<file path="src/design/ntc_pkg.sv">
// Package: shared constants, ROM table, status codes and controller/datapath command types
`default_nettype none
package ntc_pkg;
  localparam int TableEntries = 146;
  localparam int RomSize = 146;
  localparam int NEntries = (TableEntries > RomSize) ? RomSize :
                            ((TableEntries < 2) ? 2 : TableEntries);
  localparam int IdxW = $clog2(NEntries);
  localparam int RW = 23;

  localparam logic [1:0] STATUS_OK   = 2'd0;
  localparam logic [1:0] STATUS_COLD = 2'd1;
  localparam logic [1:0] STATUS_HOT  = 2'd2;

  localparam logic [1:0] REG_SUPPLY  = 2'd0;
  localparam logic [1:0] REG_DIVIDER = 2'd1;
  localparam logic [1:0] REG_UPPER   = 2'd2;

  localparam logic signed [14:0] ColdT = -15'sd4000;
  localparam logic signed [14:0] HotT = 15'(-4000 + 100 * (NEntries - 1));

  // controller -> datapath commands
  typedef struct packed {
    logic load;       // capture the word and set up the divide
    logic div_step;   // one restoring step of the shared divider
    logic search_step;// compare one ROM entry
    logic frac_load;  // set up the fraction divide
    logic finish;     // form the result word
  } ntc_cmd_t;

  // datapath -> controller status
  typedef struct packed {
    logic early;      // result known without any divide
    logic div_zero;   // division by zero
    logic found;      // bracket entry found
  } ntc_stat_t;

  function automatic logic [RW-1:0] rom(input logic [IdxW-1:0] i);
    logic [RW-1:0] r;
    unique case (i)
      0: r=5348390; 1: r=5006470; 2: r=4688538; 3: r=4392768; 4: r=4117490;
      5: r=3861166; 6: r=3622381; 7: r=3399835; 8: r=3192330; 9: r=2998763;
      10: r=2818120; 11: r=2649464; 12: r=2491930; 13: r=2344722; 14: r=2207106;
      15: r=2078400; 16: r=1957979; 17: r=1845264; 18: r=1739715; 19: r=1640840;
      20: r=1548178; 21: r=1461304; 22: r=1379824; 23: r=1303374; 24: r=1231616;
      25: r=1164234; 26: r=1100938; 27: r=1041458; 28: r=985542; 29: r=932958;
      30: r=883490; 31: r=836934; 32: r=793104; 33: r=751826; 34: r=712937;
      35: r=676286; 36: r=641731; 37: r=609143; 38: r=578397; 39: r=549381;
      40: r=521988; 41: r=496117; 42: r=471678; 43: r=448582; 44: r=426748;
      45: r=406102; 46: r=386572; 47: r=368091; 48: r=350599; 49: r=334037;
      50: r=318350; 51: r=303489; 52: r=289404; 53: r=276052; 54: r=263390;
      55: r=251380; 56: r=239984; 57: r=229168; 58: r=218900; 59: r=209148;
      60: r=199884; 61: r=191081; 62: r=182715; 63: r=174761; 64: r=167196;
      65: r=160000; 66: r=153153; 67: r=146636; 68: r=140432; 69: r=134523;
      70: r=128895; 71: r=123533; 72: r=118423; 73: r=113551; 74: r=108906;
      75: r=104476; 76: r=100249; 77: r=96216; 78: r=92367; 79: r=88692;
      80: r=85182; 81: r=81830; 82: r=78627; 83: r=75567; 84: r=72641;
      85: r=69844; 86: r=67170; 87: r=64611; 88: r=62164; 89: r=59821;
      90: r=57580; 91: r=55433; 92: r=53378; 93: r=51409; 94: r=49524;
      95: r=47716; 96: r=45984; 97: r=44324; 98: r=42732; 99: r=41205;
      100: r=39741; 101: r=38336; 102: r=36988; 103: r=35694; 104: r=34451;
      105: r=33258; 106: r=32113; 107: r=31012; 108: r=29955; 109: r=28939;
      110: r=27962; 111: r=27024; 112: r=26121; 113: r=25253; 114: r=24418;
      115: r=23615; 116: r=22842; 117: r=22098; 118: r=21382; 119: r=20693;
      120: r=20029; 121: r=19390; 122: r=18774; 123: r=18180; 124: r=17609;
      125: r=17058; 126: r=16527; 127: r=16015; 128: r=15521; 129: r=15045;
      130: r=14585; 131: r=14142; 132: r=13715; 133: r=13302; 134: r=12904;
      135: r=12519; 136: r=12148; 137: r=11790; 138: r=11443; 139: r=11109;
      140: r=10786; 141: r=10474; 142: r=10172; 143: r=9880; 144: r=9598;
      145: r=9325;
      default: r = '0;
    endcase
    return r;
  endfunction
endpackage
`default_nettype wire

</file>
<file path="src/design/ntc_ctrl.sv">
// Controller: sequences load, divides, search and result handshake
`default_nettype none
module ntc_ctrl (
  input  wire logic              clk,
  input  wire logic              rst,
  input  wire logic              in_fire,
  output logic                   in_ready,
  output logic                   out_valid,
  input  wire logic              out_ready,
  output ntc_pkg::ntc_cmd_t      cmd,
  input  wire ntc_pkg::ntc_stat_t stat
);
  typedef enum logic [2:0] {S_IDLE, S_DIV, S_SEARCH, S_FRAC, S_FDIV, S_FIN, S_OUT} state_t;
  state_t state;
  logic [5:0] cnt;

  assign in_ready = (state == S_IDLE);
  always_comb begin
    cmd = '0;
    cmd.load        = in_fire;
    cmd.div_step    = (state == S_DIV) || (state == S_FDIV);
    cmd.search_step = (state == S_SEARCH);
    cmd.frac_load   = (state == S_FRAC);
    cmd.finish      = (state == S_FIN);
  end

  always_ff @(posedge clk) begin
    if (rst) begin
      state <= S_IDLE;
      out_valid <= 1'b0;
      cnt <= '0;
    end else begin
      unique case (state)
        S_IDLE: if (in_fire) begin
          state <= S_DIV;
          cnt <= '0;
        end
        S_DIV: begin
          if (stat.early || stat.div_zero) state <= S_FIN;
          else if (cnt == 6'd55) state <= S_SEARCH;
          cnt <= cnt + 6'd1;
        end
        S_SEARCH: if (stat.found) state <= S_FRAC;
        S_FRAC: begin
          state <= S_FDIV;
          cnt <= '0;
        end
        S_FDIV: begin
          if (cnt == 6'd55) state <= S_FIN;
          cnt <= cnt + 6'd1;
        end
        S_FIN: begin
          state <= S_OUT;
          out_valid <= 1'b1;
        end
        S_OUT: if (out_ready) begin
          state <= S_IDLE;
          out_valid <= 1'b0;
        end
        default: state <= S_IDLE;
      endcase
    end
  end
endmodule
`default_nettype wire

</file>
<file path="config.mk">
export PLATFORM = sky130hd
export DESIGN_NAME = ntc_ctrl
export DESIGN_NICKNAME = d
export VERILOG_FILES = /design/src/design/ntc_pkg.sv /design/src/design/ntc_ctrl.sv
export SDC_FILE = /design/constraint.sdc
export NUM_CORES = 1
export LEC_CHECK = 0
export BUFFER_PORTS_ARGS = -buffer_cell sky130_fd_sc_hd__buf_2
export CAP_MARGIN = 20
export CORE_MARGIN = 2
export CORE_UTILIZATION = 35
export DETAILED_ROUTE_END_ITERATION = 6
export PLACE_DENSITY = 0.66
export SYNTH_ARGS = -nofsm -noshare
export SYNTH_HDL_FRONTEND = slang
export SYNTH_SLANG_ARGS = --single-unit
</file>
<file path="constraint.sdc">
create_clock -name clk -period 1.4 [get_ports clk]
set_input_delay 0.21 -clock clk [delete_from_list [all_inputs] [get_ports clk]]
set_output_delay 0.21 -clock clk [all_outputs]
set_load 0.02 [all_outputs]
</file>
## After elaboration in Yosys (flattened, before gate mapping)

Cells that the tools add are included.

| word-level totals | value |
|---|---|
| output and inout port bits | 7 |
| input port bits | 7 |
| memories | 0 |
| RAM bits | 0 |
| bits in latches | 0 |
| memory bits (read-only) | 0 |
| bits in registers | 10 |
| logic and storage cells | 36 |

| cells by class | value |
|---|---|
| reductions and logical operators | 9 |
| order comparisons | 0 |
| shift operators | 0 |
| multiply operators | 0 |
| equality and inequality tests | 12 |
| bitwise gates (word level) | 0 |
| div/mod/pow operators | 0 |
| multiplexer cells | 11 |
| add/sub/neg operators | 1 |

Operator list:

| cell | count |
|---|---|
| $pmux W3 S7 | 1 |
| $mux W3 | 6 |
| $pmux W6 S3 | 1 |
| $eq A3 B3 Y1 const B | 3 |
| $add A6 B1 Y6 const B | 1 |
| $eq A3 B2 Y1 const B | 2 |
| $eq A6 B6 Y1 const B | 1 |
| $mux W6 | 1 |
| $reduce_and A5 Y1 | 1 |
| $ne A2 B1 Y1 const B | 2 |
| $ne A2 B2 Y1 const B | 2 |
| $reduce_and A2 Y1 | 2 |
| $eq A3 B1 Y1 const B | 1 |
| $logic_not A3 Y1 | 1 |
| $ne A3 B1 Y1 const B | 1 |
| $reduce_bool A3 Y1 | 1 |
| $logic_or A1 B1 Y1 | 2 |
| $pmux W1 S2 | 1 |
| $reduce_bool A2 Y1 | 1 |
| $reduce_or A2 Y1 | 1 |
| $mux W1 | 1 |

## Longest topological paths before layout

| logic depth | value |
|---|---|
| depth in word-level cells | 4 |
| gate-level depth with buffers | 6 |
| gate-level depth less buffers | 5 |

## Least setup slack after synthesis

No wires, ideal clock.

| path | value |
|---|---|
| kind | reg2out |
| from | reg state[2] |
| to | out cmd[2] (netlist bit) |
| stages on the path, launching flop included | 4 |
| required time | 1.190 ns |
| arrival | 1.119 ns |
| buffers on the path | 2 |
| slack | 0.071 ns |
| cells stage by stage | dfxtp_1 > buf_4 > buf_2 > nor3b_1 |

RTL lines:

| what | RTL line | source |
|---|---|---|
| start: declaration | ntc_ctrl.sv:14 | `state_t state;` |
| start signal: assignment | ntc_ctrl.sv:29 | `state <= S_IDLE;` |
| start signal: assignment | ntc_ctrl.sv:35 | `state <= S_DIV;` |
| start signal: assignment | ntc_ctrl.sv:39 | `if (stat.early \|\| stat.div_zero) state <= S_FIN;` |
| end: declaration | ntc_ctrl.sv:10 | `output ntc_pkg::ntc_cmd_t cmd,` |

## Worst setup path after layout

| path | value |
|---|---|
| from | reg cnt[1] |
| to | reg state[0] |

| on the way | value |
|---|---|
| word-level cells in the longest chain between the ends | 3 |
| elaborated cells on any way between the ends | 4 |
| those cells by class | eq/ne: 3; reduce/logical: 1 |

RTL lines:

| what | RTL line | source |
|---|---|---|
| start: declaration | ntc_ctrl.sv:15 | `logic [5:0] cnt;` |
| start signal: assignment | ntc_ctrl.sv:41 | `cnt <= cnt + 6'd1;` |
| start signal: assignment | ntc_ctrl.sv:50 | `cnt <= cnt + 6'd1;` |
| $eq A6 B6 Y1 * | ntc_ctrl.sv:40, ntc_ctrl.sv:49 |  |
| $ne A3 B1 Y1 (no line) or $ne A2 B1 Y1 (tied branches) | n/a |  |
| $reduce_and A5 Y1 (no line) * | n/a |  |
| end signal: assignment | ntc_ctrl.sv:39 |  |
| end signal: assignment | ntc_ctrl.sv:40 | `else if (cnt == 6'd55) state <= S_SEARCH;` |
| end signal: assignment | ntc_ctrl.sv:49 | `if (cnt == 6'd55) state <= S_FIN;` |

Mark *: on every way between the ends. The rest lies on a longest branch, timed or not.
A chain may end at the register's enable or synchronous reset.

==> metrics.txt <==
# TYPE chip_impl_metric gauge
chip_impl_metric{name="synth_seq_area_share",unit="%"} 32.3
chip_impl_metric{name="avgRoutedWirePerCell",unit="µm"} 13.0
chip_impl_metric{name="rrSetupSlack",unit="ns"} 0.05
chip_impl_metric{name="core.rowCount",unit=""} 15
chip_impl_metric{name="setup-tns-final",unit="ns"} 0
chip_impl_metric{name="fp.dieArea",unit="mm²"} 0.00212
chip_impl_metric{name="post-route-min-period",unit="ns"} 1.35
chip_impl_metric{name="slew_at_the_pin_closest_to_its_max_slew_limit",unit="ns"} 0.249
chip_impl_metric{name="synth_cells",unit=""} 75
chip_impl_metric{name="drc",unit=""} 0
chip_impl_metric{name="synth.ff_latch_count",unit=""} 10
chip_impl_metric{name="h-tree-depth",unit=""} 1
chip_impl_info{name="worst-setup-path-type",value="reg2reg"} 1
chip_impl_metric{name="die_h",unit="µm"} 46.1
chip_impl_metric{name="initial_utilization",unit="%"} 36.7
chip_impl_info{name="synthDominantAreaCellType",value="sky130_fd_sc_hd__dfxtp_1"} 1
chip_impl_metric{name="yosys.cell_types.count",unit=""} 35
chip_impl_metric{name="area_growth",unit="%"} 36.2
chip_impl_metric{name="timing.critical_path.slowest_cell_delay",unit="ns"} 0.35
chip_impl_metric{name="finalNetCount",unit=""} 105
chip_impl_metric{name="first_global_vias",unit=""} 504
chip_impl_metric{name="antenna_found_initial",unit=""} 0
chip_impl_metric{name="synth.avg_cell_area",unit="µm²"} 8.26
chip_impl_metric{name="yosysWarningCount",unit=""} 0
chip_impl_metric{name="io_buffer_count",unit=""} 13
chip_impl_metric{name="final_layout_size_suffix_gt1_share",unit="%"} 46.9
chip_impl_info{name="rsz0062_at_grt",value="true"} 1
chip_impl_metric{name="clock-sinks",unit=""} 10
chip_impl_metric{name="p_total",unit="mW"} 0.912
chip_impl_info{name="critPathSlowestCell",value="sky130_fd_sc_hd__dfxtp_2"} 1
chip_impl_metric{name="setup_viol_count_final",unit=""} 0
chip_impl_metric{name="preCtsSetupSlack",unit="ns"} 0.0254
chip_impl_metric{name="grt_max_degree",unit=""} 11
chip_impl_metric{name="grt_overflow",unit=""} 0
chip_impl_metric{name="syn-num-nets",unit=""} 83
chip_impl_info{name="outcome",value="finished clean"} 1
chip_impl_metric{name="die_w",unit="µm"} 46.1
chip_impl_metric{name="drv.max_cap_violation_count",unit=""} 0
chip_impl_metric{name="power.ir.vdd_worst",unit="mV"} 0.614
chip_impl_metric{name="postLayoutSetupSlackWorst",unit="ns"} 0.0458
chip_impl_metric{name="clock_network_latency_to_the_later_pin_of_the_worst_skew_pair",unit="ns"} 0.27
chip_impl_metric{name="route.vias.total",unit=""} 588
chip_impl_metric{name="hold_violations",unit=""} 0
chip_impl_metric{name="cellPowerDensity",unit="mW/mm²"} 1080
chip_impl_metric{name="totalWireLength",unit="µm"} 1470
chip_impl_metric{name="slew_viol_final",unit=""} 0
chip_impl_metric{name="cts.path.max_buffers",unit=""} 2
chip_impl_metric{name="skew",unit="ns"} 0.0131
chip_impl_info{name="cts_tree",value="built"} 1
chip_impl_metric{name="grt_first_pass_wirelength",unit="µm"} 2190
chip_impl_metric{name="total_global_routing_track_utilization",unit="%"} 14.7
chip_impl_metric{name="synth.cell_area",unit="µm²"} 619
chip_impl_metric{name="timing.slew.headroom",unit="%"} 83.4
chip_impl_metric{name="layout_worst_path_cycle_share",unit="%"} 96.7
chip_impl_metric{name="fmax",unit="MHz"} 738
chip_impl_info{name="synth.area.top_cells",value="sky130_fd_sc_hd__dfxtp_1 32%, sky130_fd_sc_hd__nor2_1 6.7%, sky130_fd_sc_hd__xor2_1 5.7%"} 1
chip_impl_metric{name="whs",unit="ns"} 0.151
chip_impl_info{name="origin_of_the_critical_flop_to_flop_path",value="cnt[1]$_SDFFE_PP0P_"} 1
chip_impl_metric{name="worstPathMaxFanout",unit=""} 3
chip_impl_info{name="crit_path_end_kind",value="flop"} 1
chip_impl_info{name="cts.root.buffer_cell",value="sky130_fd_sc_hd__clkbuf_4"} 1
chip_impl_metric{name="core",unit="mm²"} 0.00169
chip_impl_metric{name="detailedRoute.firstIterationViolations",unit=""} 4
chip_impl_metric{name="vias_per_cell",unit=""} 5.20
chip_impl_metric{name="cts_buffers",unit=""} 3
chip_impl_metric{name="worstPathArrival",unit="ns"} 1.55
chip_impl_metric{name="worst_ep_required_time",unit="ns"} 1.60
chip_impl_metric{name="antenna_diode_instance_count",unit=""} 0
chip_impl_metric{name="post-synth-top-area-fraction",unit="%"} 32.3
chip_impl_metric{name="num_ports",unit=""} 14
chip_impl_metric{name="power_leakage",unit="nW"} 0.353
chip_impl_metric{name="drt_pre_antenna_iters",unit=""} 4
chip_impl_info{name="worst_hold_path_type",value="in2reg"} 1
chip_impl_info{name="crit_start",value="cnt[1]$_SDFFE_PP0P_"} 1
chip_impl_metric{name="clock_slew_seen_by_the_registers_of_the_worst_setup_and_hold_paths",unit="ns"} 0.08
chip_impl_metric{name="dp.final_hpwl",unit="µm"} 979
chip_impl_metric{name="ant_nets",unit=""} 0
chip_impl_metric{name="gp_congestion",unit=""} 0.744
chip_impl_info{name="min-delay-start",value="rst"} 1
chip_impl_info{name="start_kind",value="flop"} 1
chip_impl_info{name="critical_path.cell_chain",value="ha_2, nand2_1, or3_4, o22ai_1, and4bb_2"} 1
[Yosys cell counts, drive strengths merged]
cell type and count:
a211oi 3, a21oi 3, a2bb2oi 1, and2 1, and3 1, and4bb 1
buf 6, clkbuf 1, dfxtp 10, ha 1, inv 1, mux2i 1
nand2 6, nand3b 1, nand4 1, nor2 11, nor2b 1, nor3 1
nor3b 1, nor4 1, nor4b 1, o2111ai 1, o211ai 2, o21ai 5
o21ba 1, o221a 1, o22ai 1, or2 1, or3 3, or3b 1
xnor2 1, xor2 4
[per-stage QoR]
stage / std cells / instance area (µm²) / util (%)
5_1_grt: 113 / 843 / 49.9
2_1_floorplan: 75 / 619 / -
3_3_place_gp: 105 / 713 / 42.2
6_report: 113 / 843 / 49.9
4_1_cts: 109 / 768 / 45.5
3_5_place_dp: 105 / 713 / 42.2
[routing by layer]
layer | vias up | global-route usage (%) | routed length [µm]
met5 | - | 0 | 0
met4 | 0 | 3.43 | 12
met3 | 2 | 5.88 | 54
met2 | 11 | 22.5 | 721
met1 | 266 | 19.3 | 682
li1 | 309 | - | -
[where the power goes]
part	leakage [nW]	switching, mW	total (mW)	internal [mW]
sequential	0.0842	0.0298	0.341	0.311
combinational	0.248	0.149	0.308	0.159
clock	0.0210	0.105	0.263	0.158
[logic make-up after synthesis]
group	share of synthesized area (%)
AND/OR/NAND/NOR	27.7
AO/OA/AOI/OAI	21.4
flip-flops	32.3
buffers and inverters	7.88
XOR/XNOR	7.07
multiplexers	1.62
adder cells (fa/ha/maj)	2.02
[final timing paths]
path	depth (start not counted)	end
worst min register to register	2	out_valid$_SDFFE_PP0P_
worst min-delay path	2	state[2]$_SDFFE_PP0P_
worst max-delay path	5	state[0]$_SDFFE_PP0P_
worst max register to register	5	state[0]$_SDFFE_PP0P_
[final cells by class]
cell class,count,area (µm²)
Multi-Input combinational cell,57,402
Tap cell,17,21.3
Clock buffer,4,36.3
Timing Repair Buffer,24,166
Fill cell,166,846
Inverter,1,3.75
Sequential cell,10,214
[cells in the final DEF, fill, tap and decap left out, drive strengths merged, types with 3 or more instances in the layout]
| master | netlist | final |
|---|---|---|
| a21oi | 3 | 3 |
| nor2 | 11 | 11 |
| xor2 | 4 | 4 |
| dfxtp | 10 | 10 |
| clkbuf | 1 | 4 |
| buf | 6 | 24 |
| or3 | 3 | 3 |
| nand2 | 6 | 6 |
| o21ai | 5 | 5 |
| a211oi | 3 | 3 |
[registers in the layout, summed over array words and instances, names as in the netlist]
register and count:
cnt 6, out_valid 1, state 3
[timing repair]
item                                    4_1_cts  5_1_grt
gates resized for setup                       8       12
endpoints found under the hold margin         0        0
cloned                                        0        0
buffers inserted                              0        4
hold buffers                                  0        0
endpoints found under the setup margin        6        4
pin swaps                                     0        0
[critical path: cells and delay by family (launching register included)]
family / cells / cell delay (ns)
simple gates: 3 / 0.63
compound gates: 1 / 0.14
flops: 1 / 0.35
fa+ha+maj: 1 / 0.18
(Power assumes the default switching activity.)
